**src/rtl/jtp_pkg.sv**
```systemverilog
// shared types and constants of the joystick to polar speed and heading unit
`timescale 1ns / 1ps
`default_nettype none

package jtp_pkg;

	localparam int ANGLE_BITS      = 16;
	localparam int SPEED_FRAC_BITS = 10;

	localparam int COORD_W   = 8;
	localparam int BUTTON_W  = 2;
	localparam int SPEED_W   = SPEED_FRAC_BITS + 1;
	localparam int POS_SHIFT = 30;
	localparam int PQ_W      = COORD_W + POS_SHIFT + 4;
	localparam int ACC_W     = 32;
	localparam int ATAN_N    = 32;

	// cordic iterations and speed bits, at most one of each per stage
	localparam int NIT_C = (ANGLE_BITS + 4 < ATAN_N) ? ANGLE_BITS + 4 : ATAN_N;
	localparam int NSPD  = SPEED_W;
	localparam int NST   = (NIT_C > NSPD) ? NIT_C : NSPD;

	// speed search: 25 * (2v-1)^2 << LSH <= s * 144 << RSH
	localparam int S_W   = 2 * COORD_W;
	localparam int A_W   = SPEED_FRAC_BITS + 3;
	localparam int SQ_W  = 2 * SPEED_FRAC_BITS + 4;
	localparam int LSH   = (14 > 2 * SPEED_FRAC_BITS) ? 14 - 2 * SPEED_FRAC_BITS : 0;
	localparam int RSH   = (2 * SPEED_FRAC_BITS > 14) ? 2 * SPEED_FRAC_BITS - 14 : 0;
	localparam int LHS_W = SQ_W + 5 + LSH;
	localparam int RHS_W = S_W + 8 + RSH;
	localparam int CMP_W = ((LHS_W > RHS_W) ? LHS_W : RHS_W) + 1;
	localparam int LHS_K = 25;
	localparam int RHS_K = 144;

	localparam logic [ACC_W-1:0] ATAN_TURNS [ATAN_N] = '{
		32'h20000000, 32'h12E4051E, 32'h09FB385B, 32'h051111D4,
		32'h028B0D43, 32'h0145D7E1, 32'h00A2F61E, 32'h00517C55,
		32'h0028BE53, 32'h00145F2F, 32'h000A2F98, 32'h000517CC,
		32'h00028BE6, 32'h000145F3, 32'h0000A2FA, 32'h0000517D,
		32'h000028BE, 32'h0000145F, 32'h00000A30, 32'h00000518,
		32'h0000028C, 32'h00000146, 32'h000000A3, 32'h00000051,
		32'h00000029, 32'h00000014, 32'h0000000A, 32'h00000005,
		32'h00000003, 32'h00000001, 32'h00000001, 32'h00000000
	};

	typedef struct packed {
		logic                stick_present;
		logic [COORD_W-1:0]  stick_x;
		logic [COORD_W-1:0]  stick_y;
		logic [BUTTON_W-1:0] button_mask;
	} report_t;

	typedef struct packed {
		logic [SPEED_W-1:0]    speed;
		logic [ANGLE_BITS-1:0] heading;
		logic                  shutdown;
	} result_t;

	typedef struct packed {
		logic                   present;
		logic                   shutdown;
		logic                   yzero;
		logic signed [PQ_W-1:0] p;
		logic signed [PQ_W-1:0] q;
		logic [ACC_W-1:0]       acc;
		logic [S_W-1:0]         s;
		logic [SPEED_W-1:0]     v;
		logic signed [A_W-1:0]  a;
		logic [SQ_W-1:0]        sq;
	} stage_t;

endpackage

`default_nettype wire

```
**src/rtl/jtp_stage.sv**
```systemverilog
// one pipeline stage: a cordic vectoring step and one bit of the speed search, each where the index is in range
`timescale 1ns / 1ps
`default_nettype none

module jtp_stage #(
	parameter int IDX = 0
) (
	input  wire logic            clk,
	input  wire logic            arst_n,
	input  wire logic            in_valid,
	input  wire jtp_pkg::stage_t in_data,
	input  wire logic            dn_ready,
	output logic                 up_ready,
	output logic                 vld_sn,
	output jtp_pkg::stage_t      data_sn
);

	localparam bit DO_ROT = (IDX < jtp_pkg::NIT_C);
	localparam bit DO_SPD = (IDX < jtp_pkg::NSPD);
	localparam int B      = DO_SPD ? jtp_pkg::NSPD - 1 - IDX : 0;
	localparam int ROT_I  = DO_ROT ? IDX : 0;

	logic signed [jtp_pkg::PQ_W-1:0] ps;
	logic signed [jtp_pkg::PQ_W-1:0] qs;
	logic [jtp_pkg::SQ_W-1:0]        cand;
	logic [jtp_pkg::CMP_W-1:0]       lhs;
	logic [jtp_pkg::CMP_W-1:0]       rhs;
	jtp_pkg::stage_t                 nxt;

	assign up_ready = !vld_sn || dn_ready;

	always_comb begin
		nxt = in_data;
		ps  = in_data.p >>> ROT_I;
		qs  = in_data.q >>> ROT_I;
		if (DO_ROT) begin
			if (!in_data.q[jtp_pkg::PQ_W-1]) begin
				nxt.p   = in_data.p + qs;
				nxt.q   = in_data.q - ps;
				nxt.acc = in_data.acc + jtp_pkg::ATAN_TURNS[ROT_I];
			end else begin
				nxt.p   = in_data.p - qs;
				nxt.q   = in_data.q + ps;
				nxt.acc = in_data.acc - jtp_pkg::ATAN_TURNS[ROT_I];
			end
		end

		// (a + 2^(b+1))^2 from a^2 with shifts and adds
		cand = in_data.sq
			+ (jtp_pkg::SQ_W'(in_data.a) << (B + 2))
			+ (jtp_pkg::SQ_W'(1) << (2 * B + 2));
		lhs = (jtp_pkg::CMP_W'(cand) * jtp_pkg::CMP_W'(jtp_pkg::LHS_K)) << jtp_pkg::LSH;
		rhs = (jtp_pkg::CMP_W'(in_data.s) * jtp_pkg::CMP_W'(jtp_pkg::RHS_K)) << jtp_pkg::RSH;
		if (DO_SPD && (lhs <= rhs)) begin
			nxt.v[B] = 1'b1;
			nxt.a    = in_data.a + (jtp_pkg::A_W'(1) << (B + 1));
			nxt.sq   = cand;
		end
	end

	always_ff @(posedge clk or negedge arst_n) begin
		if (!arst_n) begin
			vld_sn <= 1'b0;
		end else if (up_ready) begin
			vld_sn <= in_valid;
		end
	end

	always_ff @(posedge clk) begin
		if (in_valid && up_ready) begin
			data_sn <= nxt;
		end
	end

endmodule

`default_nettype wire

```
**config.mk**
```make
export PLATFORM = sky130hd
export DESIGN_NAME = jtp_stage
export DESIGN_NICKNAME = d
export VERILOG_FILES = /design/src/rtl/jtp_pkg.sv /design/src/rtl/jtp_stage.sv
export SDC_FILE = /design/constraint.sdc
export NUM_CORES = 1
export LEC_CHECK = 0
export BUFFER_PORTS_ARGS = -buffer_cell sky130_fd_sc_hd__buf_2
export CORE_MARGIN = 2
export CORE_UTILIZATION = 61
export CTS_CLUSTER_DIAMETER = 30
export CTS_CLUSTER_SIZE = 28
export DETAILED_ROUTE_END_ITERATION = 12
export PLACE_DENSITY = 0.88
export SETUP_SLACK_MARGIN = 0.02
export SLEW_MARGIN = 10
export SYNTH_ARGS = -nofsm -noshare
export SYNTH_HDL_FRONTEND = slang
export SYNTH_SLANG_ARGS = --single-unit
```
**constraint.sdc**
```tcl
create_clock -name clk -period 9.8 [get_ports clk]
set_clock_uncertainty 0.1 [all_clocks]
set_input_delay 0.98 -clock clk [delete_from_list [all_inputs] [get_ports clk]]
set_output_delay 0.98 -clock clk [all_outputs]
set_load 0.01 [all_outputs]
```
# ---- Word level (Yosys, flattened, before mapping)
# Cells that the tools add are included.
dict set report totals {
  register_bits 184
  input_bits 187
  output_inout_bits 185
  elab_cells 28
}
dict set report op_classes {
  add_sub_neg 8
  mul 2
  n_lt_le_gt_ge 1
  muxes 2
  n_reduce_logical 3
}
# op count
set ops {}
lappend ops {{$mux W116} 1}
lappend ops {{$sub A42 B42 Y42} 2}
lappend ops {{$add A42 B42 Y42} 1}
lappend ops {{$mux W37} 1}
lappend ops {{$add A32 B30 Y32 const B} 1}
lappend ops {{$sub A32 B30 Y32 const B} 1}
lappend ops {{$le A29 B30 Y1} 1}
lappend ops {{$mul A24 B5 Y29 const B} 1}
lappend ops {{$add A24 B23 Y24 const B} 1}
lappend ops {{$add A24 B24 Y24} 1}
lappend ops {{$mul A16 B4 Y20 const B} 1}
lappend ops {{$add A13 B13 Y13 const B} 1}
lappend ops {{$logic_and A1 B1 Y1} 1}
lappend ops {{$logic_not A1 Y1} 1}
lappend ops {{$logic_or A1 B1 Y1} 1}

# ---- Depth between registers and ports, before layout
# Gate-level depths: netlist (run 1).
dict set report depth {
  word_depth 5
  depth_mapped 31
  ltp_nobuf 29
}

# ---- Worst setup path before layout (run 1)
# No wires, ideal clock.
dict set report synth_timing {
  kind {input to register}
  start {input port in_data[13] in the netlist's numbering}
  end {register data_sn[12] in the netlist's numbering (data pin)}
  setup_time_ns 0.264
  t_arrival_ns 7.027
  t_required_ns 9.436
  path_slack_ns 2.408
  stages 28
  path_buffers 2
  cell_sequence {ha_1 -> ha_1 -> fa_1 -> a21o_1 -> a21oi_1 -> xnor2_1 -> ha_1 -> ha_1 -> inv_1 -> fa_1 -> inv_1 -> ha_1 -> and2_1 -> a31oi_1 -> o21ai_0 -> a221oi_2 -> o311ai_0 -> ha_1 -> nand4_1 -> nor2_1 -> nand4_1 -> or4_1 -> a2111oi_0 -> a311oi_1 -> buf_2 -> clkbuf_1 -> nand2_1 -> o21ai_1}
}
# item line_no
set synth_lines {}
lappend synth_lines {{from (decl)} jtp_stage.sv:11} ;# input wire jtp_pkg::stage_t in_data,
lappend synth_lines {{to (signal assigned)} jtp_stage.sv:71} ;# data_sn <= nxt;
lappend synth_lines {{to (decl)} jtp_stage.sv:15} ;# output jtp_pkg::stage_t data_sn

==> metrics.txt, run 1 <==
total CTS buffers 17; total gr overflow 0; post-synthesis cell type count 94; largest area contributor in the netlist edfxtp_1; vias in the first global route around 16,000; gr usage total between 30% and 40%; Final Hold Fails 0; CP top delay family adder cells; Post-synth EDFFs 182; fraction of registers with async set/reset 0.5464%; first-pass GRT wire length 83,900 um; Hold Slack ~0.18 ns; max_cap viols 0; DP Wirelength around 44,000 um; most frequent cells in the layout buf_2, ha_1, inv_1; register area share after synthesis 31.00%; Bufs on Longest Clock Path 2; syn avg cell area about 9.3 sq um; status finished clean; vias per cell 6.213; Worst Setup End Kind register; commonest non-fill, non-tap cell in the layout buf_2; Iter 0 DRT Violations around 1,600; Gate Count Post-Synth about 1,900; Post-CTS Setup Inserts 0; IO buf count between 300 and 400; fillers around 2,100; # DRC 0; worst slew pin tran roughly 1.1 ns; worst slew margin relative to its limit 28.37%; top-area cell type share of the netlist area around 31%; synth top area cells edfxtp_1, ha_1, a21oi_1; post-CTS sizing 0; vias between 15,000 and 20,000; minimum clock period around 8.0 ns; die height 174.4 um; static leakage 9.494 nW; Die ar. 0.03041 sq mm; initial antenna violation count 4; gpl congestion ~1.0; total wire length between 50,000 and 60,000 um; Max Freq 124.4 MHz; core area between 0.02 and 0.03 sq mm; share of cells above drive strength 1 between 20% and 30%; CTS clock-pin slew for the worst setup and hold paths 0.08 ns; number of synthesized register bits around 180; Post-Syn Area around 0.018 sq mm; buffers plus inverters on the worst setup path 2; crit-path most repeated cell ha_1; Die Span X approximately 170 um; RSZ-0062 raised after global routing no; Clock Latency Late Sink 0.45 ns; startpoint types input pin; PwrDens 203.2 mW/mm^2; Synth Flop Type edfxtp_1; final setup fails 0; Area Growth Syn to Fin 15.61%; Yosys Warn Count 0; CTS tree yes; final worst-path cycle share 82.06%; sum of negative setup slack 0 ns; H-tree Lvls 4; HP Class in2async; Ports 372; slowest CP cell or4_1; Worst VDD drop around 170 uV; Worst path max stage delay 0.52 ns; CTS Sinks roughly 180; Post-Syn Nets roughly 2,400; Root Driver clkbuf_16; total power 4.161 mW; remaining antenna violation count 0; Worst EP required approximately 10 ns; Util after Layout 71.53%; largest net degree at the start of global routing 77; hold buffer count at cts 0; post-DR wirelength/cell ~21 um; DR pass1 iterations 6; largest fanout on the critical path 20; number of max-slew violations in the final report 0; Worst Path Arrival just over 8 ns; # nets final 2,712; CP Class in2reg; starting density of the core around 62%; # rows 62
-- area by class of cell --
cell class	instances	area, sq um	area share [%]
Sequential cell	183	5490	26.82
Timing Repair Buffer	377	1902	9.289
Antenna cell	4	10.01	0.04889
Inverter	211	792.0	3.868
Tap cell	384	480.5	2.347
Clock inverter	15	210.2	1.027
Multi-Input combinational cell	1446	11160	54.53
Clock buffer	17	425.4	2.078
-- path summary, 6_finish.rpt --
kind	slack [ns]	cells after the start	to	startpoint
worst max register to register	7.42	3	data_sn[154]$_DFFE_PP_	vld_sn$_DFFE_PN0N_
worst min-delay path	0.18	1	vld_sn$_DFFE_PN0N_	arst_n
worst min register to register	0.47	2	vld_sn$_DFFE_PN0N_	vld_sn$_DFFE_PN0N_
max in group asynchronous	9.34	1	vld_sn$_DFFE_PN0N_	arst_n
min in group clk	0.47	2	vld_sn$_DFFE_PN0N_	vld_sn$_DFFE_PN0N_
worst max-delay path	1.76	29	data_sn[17]$_DFFE_PP_	in_data[13]
-- cell usage after synthesis, drive strengths merged (13+ instances only) --
library cell / instances
nand2b: 34
xor2: 37
xnor2: 85
buf: 36
mux2i: 31
nor2b: 31
inv: 209
o21bai: 39
nand4: 23
o211ai: 17
a2111oi: 15
nor2: 121
nor3: 34
ha: 265
nand3: 27
o21a: 31
nand2: 82
clkbuf: 25
edfxtp: 182
a21oi: 191
o31ai: 17
fa: 24
a21o: 49
a211oi: 19
o21ai: 118
nor4: 13
-- layer usage --
layer  track usage, %  wire length (um)  vias up
met5                0                 0        -
met4            16.00              2339        0
met3            4.921              4252      139
met2            58.61             26260      893
met1            45.45             22300     7806
li1                 -                 -     7545
-- cells by family after synthesis --
logic type / synth area share, %
buf+inv: 6.019
mux: 2.261
flops: 31.00
fa+ha+maj: 21.43
simple gates: 12.27
xor+xnor: 6.033
compound gates: 20.98
-- sequential cells by signal, summed over array words and instances (netlist names) --
signal   count
vld_sn       1
data_sn    182
-- stage by stage --
step / cell area [sq um] / worst slack [ns] / instances
2_1_floorplan: 17710 / 2.408 / 1901
3_3_place_gp: 19830 / 1.702 / 2601
3_5_place_dp: 19830 / 1.328 / 2601
4_1_cts: 20460 / 1.795 / 2633
5_1_grt: 20470 / 1.292 / 2636
6_report: 20470 / 1.758 / 2637
-- power breakdown --
part | internal (mW) | switching (mW) | total (mW) | leakage (nW)
combinational | 0.974 | 1.38 | 2.36 | 7.44
clock | 0.358 | 0.398 | 0.757 | 0.307
sequential | 1.02 | 0.0291 | 1.05 | 1.74
-- worst register-to-register path, cell delays in order (launching register included) --
cell	delay, ns
dfrtp_1	0.40
nand2b_1	0.12
and2_4	0.46
buf_4	0.81
No activity file was read; power rests on OpenSTA's default activity.
==> inputs of run 2 (changes only) <==
- CORE_UTILIZATION: 61 -> 57
- PLACE_DENSITY: 0.88 -> 0.83
- clock period: 9.8 -> 7.8 ns (I/O delays scaled with it)
==> run 2 against run 1 <==
Worst hold slack better by 0.21 ns. Global-route usage is 1.6 points lower. Critical endpoint is now data_sn[16]$_DFFE_PP_. Clock power is 27% higher. Highest routed layer is now met5. Routed wire length is 2.1% higher.
==> metrics.txt, run 2 (synthesis gave the netlist of run 1 again) <==
H-tree Lvls 4; minimum clock period 7.442 ns; gpl congestion slightly below 1; Worst Path Arrival 7.54 ns; total CTS buffers 17; initial antenna violation count 6; multi-input logic area 0.01118 sq mm; Worst EP required between 7 and 8 ns; Worst Setup End Kind register; Util after Layout 67.79%; final worst-path cycle share a little over nine tenths; # rows 64; Root Driver clkbuf_16; worst slew pin tran 1.140 ns; Die Span X about 180 um; starting density of the core between 50% and 60%; Reg area approximately 0.0055 sq mm; die height 180.3 um; GRT met2 Usage 54.56%; remaining antenna violation count 0; CTS tree yes; Final Instance Area ~0.021 sq mm; commonest non-fill, non-tap cell in the layout buf_2; core area 0.03059 sq mm; Clk pwr share between 10% and 20%; Worst VDD drop about 210 uV; crit-path most repeated cell ha_1; gr usage total between 30% and 40%; # nets final around 2,700; post-DR wirelength/cell around 21 um; Worst path max stage delay around 0.55 ns; DP Wirelength 44,750 um; first-pass GRT wire length about 86,000 um; Final Hold Fails 0; vias per cell between 6 and 7; Die ar. roughly 0.032 sq mm; global-route layer with the greatest usage met2; share of cells above drive strength 1 a little over a fifth; largest net degree at the start of global routing ~80; cell total after placement approximately 2,600; Flop pwr share 24.1%; Gate power share roughly three fifths; Clock Latency Late Sink around 0.46 ns; # DRC 0; vias 16,270; largest fanout on the critical path 15; IO buf count around 370; slowest CP cell or4_1; static leakage slightly below 10 nW; number of max-slew violations in the final report 0; worst slew margin relative to its limit between 20% and 30%; PwrDens around 260 mW/mm^2; post-placement cell area approximately 0.020 sq mm; total wire length roughly 56,000 um; FF-to-FF setup slack 5.01 ns; startpoint types input pin; DR pass1 iterations 6; Area Growth Syn to Fin 17.09%; switching pwr about 2.4 mW; Net Sw Frac about 43%; Bufs on Longest Clock Path 2; status finished clean; Max Freq roughly 130 MHz; total internal power a little over 3 mW; grt met1 use a little over two fifths; Ports around 370; Iter 0 DRT Violations between 1,000 and 1,500; fillers between 2,000 and 2,500; most frequent cells in the layout buf_2, ha_1, inv_1; total gr overflow 0; top flop regs data_sn x182, vld_sn x1; max_cap viols 0; final setup fails 0; Final Non-Filler Cells between 2,000 and 3,000; HP Class in2reg; CP Class in2reg; CTS Sinks 183; max reg flops between 150 and 200; register name with the most flops data_sn; CTS clock-pin slew for the worst setup and hold paths ~0.090 ns; GR met3 Demand/Resource roughly 6.3%; vias in the first global route ~16,000
run 2: cell count changes in the layout (fill, tap and decap cells not counted), sizes merged:
cell,previous run,this run
buf,377,405
diode,4,5
dlygate4sd3,0,1
run 2: through the flow:
| stage | TNS [ns] | setup slack [ns] | hold slack [ns] | power, mW |
|---|---|---|---|---|
| floorplan | 0 | 0.6084 | 0.3844 | 3.451 |
| global placement | 0 | 0.06386 | 0.4225 | 4.277 |
| detailed placement | -1.485 | -0.1648 | 0.4602 | 4.426 |
| CTS | 0 | 0.2119 | 0.3762 | 5.419 |
| global route | -0.03771 | -0.02174 | 0.3736 | 5.877 |
| finish | 0 | 0.3579 | 0.3893 | 5.468 |
run 2: timing repair:
action / 4_1_cts / 5_1_grt
hold buffers: 1 / 0
gates resized for setup: 0 / 6
endpoints found under the hold margin: 1 / 0
setup buffers: 0 / 1
setup endpoints to repair: 0 / 14
run 2: power by group through the flow:
| stage | registers (mW) | logic (mW) | clock network (mW) |
|---|---|---|---|
| floorplan | 1.40 | 2.05 | 0 |
| global placement | 1.33 | 2.94 | 0 |
| detailed placement | 1.34 | 3.09 | 0 |
| CTS | 1.32 | 3.13 | 0.968 |
| global route | 1.33 | 3.54 | 1.01 |
| finish | 1.32 | 3.19 | 0.965 |
run 2: area by class of cell:
class                           count  area share (%)
Timing Repair Buffer              406           10.23
Multi-Input combinational cell   1446           53.91
Clock inverter                     15           1.062
Antenna cell                        5         0.06034
Clock buffer                       17           2.051
Tap cell                          396           2.389
Inverter                          211           3.819
Sequential cell                   183           26.48
run 2: path summary, 6_finish.rpt:
path                                    start                      to  depth (start not counted)
max reg2reg                vld_sn$_DFFE_PN0N_  data_sn[111]$_DFFE_PP_                          3
min in group asynchronous              arst_n      vld_sn$_DFFE_PN0N_                          2
max in group asynchronous              arst_n      vld_sn$_DFFE_PN0N_                          2
min reg2reg                vld_sn$_DFFE_PN0N_      vld_sn$_DFFE_PN0N_                          2
min                               in_data[74]   data_sn[74]$_DFFE_PP_                          1
max                               in_data[13]   data_sn[16]$_DFFE_PP_                         30
run 2: critical path: cells and delay by family:
kind	cells	cell delay [ns]
fa+ha+maj	8	2.49
compound gates	10	1.87
simple gates	7	1.19
buf+inv	3	0.52
mux	1	0.35
xor+xnor	1	0.32
run 2: routing by layer:
| layer | wire length [um] | vias to the layer above |
|---|---|---|
| li1 | - | 7590 |
| met1 | 22240 | 7618 |
| met2 | 26170 | 882 |
| met3 | 4795 | 178 |
| met4 | 3058 | 2 |
| met5 | 11 | - |
