[src/rtl/jtp_pkg.sv]
// shared types and constants of the joystick to polar speed and heading unit
`timescale 1ns / 1ps
`default_nettype none

package jtp_pkg;

	localparam int ANGLE_BITS      = 16;
	localparam int SPEED_FRAC_BITS = 10;

	localparam int COORD_W   = 8;
	localparam int BUTTON_W  = 2;
	localparam int SPEED_W   = SPEED_FRAC_BITS + 1;
	localparam int POS_SHIFT = 30;
	localparam int PQ_W      = COORD_W + POS_SHIFT + 4;
	localparam int ACC_W     = 32;
	localparam int ATAN_N    = 32;

	// cordic iterations and speed bits, at most one of each per stage
	localparam int NIT_C = (ANGLE_BITS + 4 < ATAN_N) ? ANGLE_BITS + 4 : ATAN_N;
	localparam int NSPD  = SPEED_W;
	localparam int NST   = (NIT_C > NSPD) ? NIT_C : NSPD;

	// speed search: 25 * (2v-1)^2 << LSH <= s * 144 << RSH
	localparam int S_W   = 2 * COORD_W;
	localparam int A_W   = SPEED_FRAC_BITS + 3;
	localparam int SQ_W  = 2 * SPEED_FRAC_BITS + 4;
	localparam int LSH   = (14 > 2 * SPEED_FRAC_BITS) ? 14 - 2 * SPEED_FRAC_BITS : 0;
	localparam int RSH   = (2 * SPEED_FRAC_BITS > 14) ? 2 * SPEED_FRAC_BITS - 14 : 0;
	localparam int LHS_W = SQ_W + 5 + LSH;
	localparam int RHS_W = S_W + 8 + RSH;
	localparam int CMP_W = ((LHS_W > RHS_W) ? LHS_W : RHS_W) + 1;
	localparam int LHS_K = 25;
	localparam int RHS_K = 144;

	localparam logic [ACC_W-1:0] ATAN_TURNS [ATAN_N] = '{
		32'h20000000, 32'h12E4051E, 32'h09FB385B, 32'h051111D4,
		32'h028B0D43, 32'h0145D7E1, 32'h00A2F61E, 32'h00517C55,
		32'h0028BE53, 32'h00145F2F, 32'h000A2F98, 32'h000517CC,
		32'h00028BE6, 32'h000145F3, 32'h0000A2FA, 32'h0000517D,
		32'h000028BE, 32'h0000145F, 32'h00000A30, 32'h00000518,
		32'h0000028C, 32'h00000146, 32'h000000A3, 32'h00000051,
		32'h00000029, 32'h00000014, 32'h0000000A, 32'h00000005,
		32'h00000003, 32'h00000001, 32'h00000001, 32'h00000000
	};

	typedef struct packed {
		logic                stick_present;
		logic [COORD_W-1:0]  stick_x;
		logic [COORD_W-1:0]  stick_y;
		logic [BUTTON_W-1:0] button_mask;
	} report_t;

	typedef struct packed {
		logic [SPEED_W-1:0]    speed;
		logic [ANGLE_BITS-1:0] heading;
		logic                  shutdown;
	} result_t;

	typedef struct packed {
		logic                   present;
		logic                   shutdown;
		logic                   yzero;
		logic signed [PQ_W-1:0] p;
		logic signed [PQ_W-1:0] q;
		logic [ACC_W-1:0]       acc;
		logic [S_W-1:0]         s;
		logic [SPEED_W-1:0]     v;
		logic signed [A_W-1:0]  a;
		logic [SQ_W-1:0]        sq;
	} stage_t;

endpackage

`default_nettype wire

[src/rtl/jtp_out.sv]
// output stage: heading rounding, special cases, output register
`timescale 1ns / 1ps
`default_nettype none

module jtp_out (
	input  wire logic            clk,
	input  wire logic            arst_n,
	input  wire logic            in_valid,
	input  wire jtp_pkg::stage_t in_data,
	input  wire logic            res_stall,
	output logic                 up_ready,
	output logic                 vld_so,
	output jtp_pkg::result_t     res_so
);

	logic [jtp_pkg::ACC_W-1:0] rnd;
	jtp_pkg::result_t          nxt;

	assign up_ready = !vld_so || !res_stall;

	always_comb begin
		rnd = in_data.acc
			+ (jtp_pkg::ACC_W'(1) << (jtp_pkg::ACC_W - 1 - jtp_pkg::ANGLE_BITS));
		nxt = '0;
		if (in_data.present) begin
			nxt.speed    = in_data.v;
			nxt.shutdown = in_data.shutdown;
			if (!in_data.yzero) begin
				nxt.heading = rnd[jtp_pkg::ACC_W-1 -: jtp_pkg::ANGLE_BITS];
			end
		end
	end

	always_ff @(posedge clk or negedge arst_n) begin
		if (!arst_n) begin
			vld_so <= 1'b0;
		end else if (up_ready) begin
			vld_so <= in_valid;
		end
	end

	always_ff @(posedge clk) begin
		if (in_valid && up_ready) begin
			res_so <= nxt;
		end
	end

endmodule

`default_nettype wire

[config.mk]
export PLATFORM = sky130hd
export DESIGN_NAME = jtp_out
export DESIGN_NICKNAME = d
export VERILOG_FILES = /design/src/rtl/jtp_pkg.sv /design/src/rtl/jtp_out.sv
export SDC_FILE = /design/constraint.sdc
export NUM_CORES = 1
export LEC_CHECK = 0
export BUFFER_PORTS_ARGS = -buffer_cell sky130_fd_sc_hd__buf_4
export CAP_MARGIN = 20
export CORE_AREA = 2 2 85 87
export CTS_BUF_LIST = sky130_fd_sc_hd__clkbuf_4
export DETAILED_ROUTE_END_ITERATION = 7
export DIE_AREA = 0 0 87 89
export GPL_ROUTABILITY_DRIVEN = 1
export HOLD_SLACK_MARGIN = 0.08
export PLACE_DENSITY_LB_ADDON = 0.12
export SYNTH_ARGS = -nofsm -noshare
export SYNTH_HDL_FRONTEND = slang
export SYNTH_SLANG_ARGS = --single-unit
[constraint.sdc]
create_clock -name clk -period 1.5 [get_ports clk]
set_input_delay 0.075 -clock clk [delete_from_list [all_inputs] [get_ports clk]]
set_output_delay 0.075 -clock clk [all_outputs]
set_load 0.02 [all_outputs]
After elaboration in Yosys (flattened, before gate mapping)

Cells that the tools add are included.
W data, S select, Z words.

Add/sub/neg operators: 1
Bitwise operators: 1
Reduce and logical (&&, ||, !) cells: 5

Operators by type and width:

| kind                     | count |
|---|---|
| $add A32 B16 Y32 const B | 1 |
| $logic_not A1 Y1         | 2 |
| $reduce_or A2 Y1         | 1 |
| $logic_and A1 B1 Y1      | 1 |
| $logic_or A1 B1 Y1       | 1 |
| $not A1 Y1               | 1 |

Bits in registers: 29
Input bits: 187
Output and inout port bits: 30
Logic and storage cells: 11

Longest topological paths before layout

Gate-level depths: netlist of the first run.

Word-level depth: 3
Depth in mapped cells: 5
Mapped depth without buffers: 5

Worst setup path after synthesis of the first run

Ideal clock, no wire load.

Path kind: reg2reg
From: reg vld_so
To: reg res_so[0] in the netlist's numbering, enable pin
Setup time: 0.387 ns
Arrival time: 1.424 ns
Data required time: 1.113 ns
Slack: -0.311 ns
Stages on the path, launching flop included: 3
Path buffers: 0
Clock period less this slack: 1.811 ns
Cells stage by stage: dfrtp_1 > nand2_1 > and2_1

Word-level cells in the longest chain between the ends: 3

Ends and longest elaborated chain:

| what                     | line          | text |
|---|---|---|
| start: declaration       | jtp_out.sv:12 | `output logic vld_so,` |
| start signal: assignment | jtp_out.sv:38 | `vld_so <= in_valid;` |
| $logic_not A1 Y1         | jtp_out.sv:19 | `assign up_ready = !vld_so \|\| !res_stall;` |
| $logic_or A1 B1 Y1       | jtp_out.sv:19 |  |
| named net up_ready       | jtp_out.sv:11 | `output logic up_ready,` |
| $logic_and A1 B1 Y1      | jtp_out.sv:43 | `if (in_valid && up_ready) begin` |
| end signal: assignment   | jtp_out.sv:44 | `res_so <= nxt;` |
| end: declaration         | jtp_out.sv:13 | `output jtp_pkg::result_t res_so` |

The timed path passes the listed nets, and every way through them passes these cells.
A chain may end at the register's enable or synchronous reset.

Worst setup path after layout of the first run

From: in in_data[86] in the netlist's numbering
To: reg res_so[14] in the netlist's numbering, data pin

Word-level cells in the longest chain between the ends: 1

Ends and longest elaborated chain:

| what               | line          | text |
|---|---|---|
| start: declaration | jtp_out.sv:9  | `input wire jtp_pkg::stage_t in_data,` |
| $add A32 B16 Y32   | jtp_out.sv:23 | `+ (jtp_pkg::ACC_W'(1) << (jtp_pkg::ACC_W - 1 - jtp_pkg::ANGLE_BITS));` |

Every way passes these cells.

==> results of run 1 <==
[repair_timing]
item                                    CTS  global route
gates resized for setup                   0             1
endpoints found under the hold margin    16             0
hold buffers                             18             0
endpoints found under the setup margin    0             1
buffers inserted                          0             0
[stage by stage]
stage	power, mW	setup WS, ns	cell area [µm²]
after floorplan	1.12	0.140	1370
after global placement	1.31	0.0879	1960
after detailed placement	1.31	0.0943	1960
after CTS	2.00	0.0308	2220
after global routing	2.07	0.00421	2230
final	1.97	0.0867	2230
[cells in the final DEF, fill, tap and decap left out]
| master | n |
|---|---|
| bufinv_16 | 1 |
| nor2_1 | 15 |
| o21ai_0 | 2 |
| nor3_1 | 5 |
| nand4_1 | 5 |
| nand2_1 | 5 |
| xor2_1 | 2 |
| dfrtp_1 | 1 |
| edfxtp_1 | 28 |
| ha_1 | 1 |
| nand3_1 | 6 |
| or3_1 | 2 |
| and2_4 | 1 |
| buf_4 | 67 |
| clkinv_1 | 1 |
| inv_1 | 5 |
| nand4_2 | 1 |
| and2_1 | 12 |
| clkbuf_4 | 6 |
| nor4_2 | 3 |
| dlygate4sd3_1 | 18 |
| a21oi_1 | 3 |
| xnor2_1 | 10 |
| nand2b_1 | 2 |
| a21o_1 | 1 |
| nor3_2 | 1 |
[power breakdown]
part / switching (mW) / total [mW] / internal [mW]
Clock: 0.278 / 0.643 / 0.365
Combinational: 0.189 / 0.372 / 0.183
Sequential: 0.0144 / 0.956 / 0.941
[layer usage]
metal  vias up  share of wire (%)  wire length (µm)  GRT usage [%]
met3        10                 16               655           8.59
met2        61                 40              1620           15.0
met1       519                 42              1690           12.2
met5         -                  0                 0              0
li1        584                  -                 -              -
met4         0                2.6               106           5.11
[worst max-delay path, cell delays in order]
cell	delay, ns
dlygate4sd3_1	0.52
buf_4	0.12
nand3_1	0.23
nor4_2	0.32
xnor2_1	0.16
nor2_1	0.06
[state kept, by name, summed over array words and instances, names as in the netlist]
| signal | flops |
|---|---|
| res_so | 28 |
| vld_so | 1 |
[cell families (layout without fill, tap and decap cells)]
kind of cell             after synthesis  after routing  share of synthesized area [%]
AO/OA/AOI/OAI                          6              6                           2.38
XOR/XNOR                              12             12                           7.68
adder cells (fa/ha/maj)                1              1                          0.914
buffers and inverters                  8             98                           2.19
flip-flops                            29             29                           63.3
AND/OR/NAND/NOR                       58             58                           23.6
[worst max-delay path by stage]
stage / from / end / slack (ns)
after floorplan: vld_so$_DFFE_PN0P_ / res_so[0]$_SDFFCE_PN0P_ / 0.14
after global placement: in_data[79] / res_so[16]$_SDFFCE_PP0P_ / 0.09
after detailed placement: in_data[79] / res_so[16]$_SDFFCE_PP0P_ / 0.09
after CTS: in_data[86] / res_so[13]$_SDFFCE_PP0P_ / 0.03
after global routing: in_data[86] / res_so[13]$_SDFFCE_PP0P_ / 0.004
final: in_data[86] / res_so[14]$_SDFFCE_PP0P_ / 0.09
[layout make-up]
cell class,instances,share of cell area (%)
Clock buffer,6,2.02
Multi-Input combinational cell,77,21.6
Tap cell,80,4.49
Timing Repair Buffer,85,30.7
Clock inverter,2,1.52
Inverter,5,0.843
Sequential cell,29,38.9
==> impl_results.md, run 1 <==
- Least-Margin Pin Slew: 0.390 ns
- Vias/cell: 4.13
- CTS max path bufs: 2
- Via count: 1,174
- Cell variety after synth: 20
- Worst R2R Start: vld_so$_DFFE_PN0P_
- Crit Path Class: input pin to flop
- RSZ-0062 raised after global routing: false
- # DRC: 0
- Ranking of synthesized cells by area: edfxtp_1 (61%), xnor2_1 (6.4%), and2_1 (5.9%)
- Slew headroom: 74.0%
- Register area: 866 µm²
- Worst R2R Setup Slack: 0.22 ns
- Post-placement cell count: 258
- Synthesized instance count: 114
- Die area: 7740 µm²
- Reg clk slew, reported paths: 0.09 ns
- Layout cells sized above 1: 39.2%
- Hold Path End: res_so[9]$_SDFFCE_PP0P_
- Startpoint Class: input pin
- Syn_nets: 302
- Clock tree from TritonCTS: yes
- Reg-to-Reg End: res_so[26]$_SDFFCE_PN0P_
- WL/cell: 14.3 µm
- Final Cycle Share: 94.2%
- Setup_tns: 0 ns
- Die H: 89 µm
- Final-layout fill cell count: 695
- Post-synth ARST share: 3.45%
- CTS Buf Count: 5
- Core Footprint: 6720 µm²
- Worst hold path startpoint: in_data[88]
- Cells on Worst Hold Path: 3
- Vias in the first global route: 1,277
- Initial Utilization: 20.4%
- Final std cells w/o fill: 284
- GPL Wtd Cong: 0.871
- Post-synth top cells: edfxtp_1 (28), nor2_1 (15), and2_1 (13)
- Synthesized area: 1370 µm²
- Most frequent cell after synthesis: edfxtp_1
- Initial DRC count: 49
- Status: finished clean
- Fmax: 708 MHz
- Initial antenna violation count: 0
- First-pass GRT wire length: 6.16 mm
- Pleak: 0.896 nW
- P&R area growth vs syn: 62.7%
- Synth top area share: 61.4%
- Min-delay worst type: input pin to flop
- Die Span X: 87 µm
- Antenna cells: 0
- MaxCap Viol Count: 0
- DRT antenna net count: 0
- Flops & latches, synth: 29
- Endpoint type of the worst setup path: flop
- Buffers on Ports: 64
- Clock Tree Root: clkbuf_4
- Syn Area/Cell: 12.0 µm²
- Seq/Total Area, Yosys: 63.3%
- # setup viols final: 0
- Pwr dens: 885 nW/µm²
- Routed WL: 4.07 mm
- Synth Flop Type: edfxtp_1
- Yosys warns: 0
- Gr usage total: 10.9%
- R2R depth: 2
- Skew-Pair Late Insertion Delay: 0.33 ns
- Number of synthesized flops with an enable pin: 28
- Worst Path Arrival: 1.50 ns
- Pin count of the biggest net entering global routing: 29
- H-tree Lvls: 2
- Number of I/O pins: 217
- Area of the multi-input gates: 480 µm²
- Final hold vios: 0
- Util after Layout: 33.1%
- Fin crit period: 1.41 ns
- DR pass1 iterations: 4
- Critical path peak fanout: 7
- GR Overflow Total: 0
- Clk sinks: 29
- Clock Skew: 0.0146 ns
- Final Net Count: 391
- Detailed Place HPWL: 2.98 mm
- Pins Over Slew Limit: 0
- Yosys top cell by area: edfxtp_1
- Hold Worst Slack: 0.103 ns
- Row cnt: 30
- Crit path required time: 1.58 ns
- Peak VDD IR: 291 µV
Note: power is estimated with default switching activity, not from simulation.
==> inputs of run 2 (changes only) <==
--- a/config.mk
+++ b/config.mk
@@ -12,7 +12,7 @@
 export DETAILED_ROUTE_END_ITERATION = 7
 export DIE_AREA = 0 0 87 89
 export GPL_ROUTABILITY_DRIVEN = 1
-export HOLD_SLACK_MARGIN = 0.08
+export HOLD_SLACK_MARGIN = 0.12
 export PLACE_DENSITY_LB_ADDON = 0.12
 export SYNTH_ARGS = -nofsm -noshare
 export SYNTH_HDL_FRONTEND = slang
==> run 2 against run 1 <==
Worst hold slack better by 0.021 ns. Power grew 0.86%. Sequential power hardly changed. Routed wire length about the same. Largest power group unchanged. Setup slack worse by 0.017 ns. Count of clock-buffer cells in the layout unchanged. Largest cell class unchanged.
==> impl_results.md, run 2 (same netlist as run 1, synthesis figures left out) <==
- Biggest regs: res_so (28), vld_so (1)
- Antenna cells: 0 (unchanged)
- Skew-Pair Late Insertion Delay: 0.33 ns (about the same)
- Layout cells sized above 1: 37.6% (-1.7 points)
- Hold Path End: res_so[17]$_SDFFCE_PN0P_
- Die Span X: 87 µm (unchanged)
- Fmax: 699 MHz (-1.2%)
- CTS Buf Count: 5 (unchanged)
- Worst Path Arrival: 1.51 ns (about the same)
- P&R area growth vs syn: 69.3%
- # setup viols final: 0 (unchanged)
- Reg clk slew, reported paths: 0.09 ns (about the same)
- Final Cycle Share: 95.3% (+1.1 points)
- GR Util met2: 15.4% (+0.42 points)
- Buffers on Ports: 64 (unchanged)
- Crit path required time: 1.58 ns (about the same)
- Commonest non-fill, non-tap cell in the layout: buf_4
- Most frequent cells in the layout: buf_4 (67), edfxtp_1 (28), dlygate4sd3_1 (27)
- DRT antenna net count: 0 (unchanged)
- Peak VDD IR: 290 µV (-0.19%)
- Crit Path Class: input pin to flop
- Final Net Count: 400 (+2.3%)
- Critical path peak fanout: 4 (-3)
- RSZ-0062 raised after global routing: false
- Core Footprint: 6720 µm² (unchanged)
- Detailed Place HPWL: 2.98 mm (unchanged)
- Reg-to-Reg End: res_so[26]$_SDFFCE_PN0P_
- # DRC: 0 (unchanged)
- Number of I/O pins: 217 (unchanged)
- Global routing's busiest layer: met2
- R2R depth: 2 (unchanged)
- Least-Margin Pin Slew: 0.386 ns (-0.00309 ns)
- Fin crit period: 1.43 ns (+0.0165 ns)
- GPL Wtd Cong: 0.871 (unchanged)
- Status: finished clean
- Max FFs per register: 28 (unchanged)
- Slew headroom: 74.2% (+0.21 points)
- Cells on Worst Hold Path: 2 (-1)
- H-tree Lvls: 2 (unchanged)
- DR pass1 iterations: 4 (unchanged)
- Die area: 7740 µm² (unchanged)
- Largest Register: res_so
- Worst hold path startpoint: in_data[182]
- Gr usage total: 10.9% (+0.039 points)
- Vias in the first global route: 1,295 (+1.4%)
- Final std cells w/o fill: 293 (+3.2%)
- Pleak: 0.934 nW (+4.4%)
- First-pass GRT wire length: 6.19 mm (+0.45%)
- Die H: 89 µm (unchanged)
- Initial antenna violation count: 0 (unchanged)
- Clock Skew: 0.0145 ns (-0.0000728 ns)
- Final hold vios: 0 (unchanged)
- Pin count of the biggest net entering global routing: 29 (unchanged)
- Initial DRC count: 46 (-6.1%)
- Worst R2R Setup Slack: 0.22 ns (about the same)
- Setup ws final: 0.0702 ns (-0.0165 ns)
- Min-delay worst type: input pin to flop
- Clock tree from TritonCTS: yes
- Pwr dens: 857 nW/µm² (-3.1%)
- Pins Over Slew Limit: 0 (unchanged)
- Endpoint type of the worst setup path: flop
- Routed WL: 4.07 mm (about the same)
- CP peak stage delay: 0.52 ns (about the same)
- Initial Utilization: 20.4% (unchanged)
- Clk sinks: 29 (unchanged)
- Worst R2R Start: vld_so$_DFFE_PN0P_
- GR Overflow Total: 0 (unchanged)
- Startpoint Class: input pin
- Routing usage on met1: 12.1% (-0.17 points)
- Setup_tns: 0 ns (unchanged)
- Met3 Use GR: 8.49% (-0.092 points)
- CP Cell Sequence: dlygate4sd3_1, buf_4, nand4_1, nor4_2, xnor2_1, nor2_1
- Pre-CTS setup slack: 0.0943 ns (unchanged)
- Post-placement cell count: 258 (unchanged)
- Clock Tree Root: clkbuf_4
- CTS max path bufs: 2 (unchanged)
- Via count: 1,205 (+2.6%)
- WL/cell: 13.9 µm (-3.1%)
- CP max-delay cell: dlygate4sd3_1
- Vias/cell: 4.11 (-0.51%)
- Row cnt: 30 (unchanged)
- MaxCap Viol Count: 0 (unchanged)
## run 2: changes by cell type in the layout (fill, tap and decap cells not counted), sizes merged
cell / delta
dlygate4sd3: +9
## run 2: how the worst max path moves through the flow
stage / slack, ns / from / end / cells past startpoint
after floorplan: 0.14 / vld_so$_DFFE_PN0P_ / res_so[0]$_SDFFCE_PN0P_ / 2
after global placement: 0.09 / in_data[79] / res_so[16]$_SDFFCE_PP0P_ / 6
after detailed placement: 0.09 / in_data[79] / res_so[16]$_SDFFCE_PP0P_ / 6
after CTS: 0.03 / in_data[85] / res_so[13]$_SDFFCE_PP0P_ / 6
after global routing: 0.004 / in_data[86] / res_so[13]$_SDFFCE_PP0P_ / 6
final: 0.07 / in_data[88] / res_so[14]$_SDFFCE_PP0P_ / 6
## run 2: through the flow
| step | utilization [%] | area [µm²] | power, mW | hold slack [ns] |
|---|---|---|---|---|
| 6_report | 34.5 | 2320 | 1.99 | 0.124 |
| 4_1_cts | 34.4 | 2310 | 2.02 | 0.122 |
| 3_3_place_gp | 29.2 | 1960 | 1.31 | -0.147 |
| 3_5_place_dp | 29.2 | 1960 | 1.31 | -0.147 |
| 2_1_floorplan | - | 1370 | 1.12 | -0.221 |
| 5_1_grt | 34.5 | 2320 | 2.09 | 0.123 |
## run 2: power by group
| group | switching, mW | internal [mW] | leakage (nW) | total, mW |
|---|---|---|---|---|
| Combinational | 0.191 | 0.198 | 0.604 | 0.389 |
| Sequential | 0.0144 | 0.941 | 0.288 | 0.956 |
| Clock | 0.277 | 0.365 | 0.0433 | 0.642 |
| Total | 0.483 | 1.50 | 0.934 | 1.99 |
## run 2: final cells by class
| class | instances | area (µm²) |
|---|---|---|
| multi-input combinational | 77 | 480 |
| timing repair buffer | 94 | 773 |
| sequential | 29 | 866 |
| inverter | 5 | 18.8 |
| fill | 699 | 4400 |
| clock inverter | 2 | 33.8 |
| clock buffer | 6 | 45.0 |
| tap | 80 | 100 |
## run 2: what timing repair did
action / 4_1_cts / 5_1_grt
gates resized for setup: 0 / 1
endpoints found under the setup margin: 0 / 1
hold buffers: 27 / 0
buffers inserted: 0 / 0
endpoints found under the hold margin: 24 / 0
## run 2: routing by layer
layer	wire (µm)	share of wire [%]	vias up
met5	0	0	-
met4	106	2.6	0
met3	654	16	10
met2	1640	40	64
met1	1660	41	528
li1	-	-	603
## run 2: worst max-delay path: cells and delay by family
kind	cells	cell delay, ns
xor+xnor	1	0.16
buf+inv	2	0.64
simple gates	3	0.63
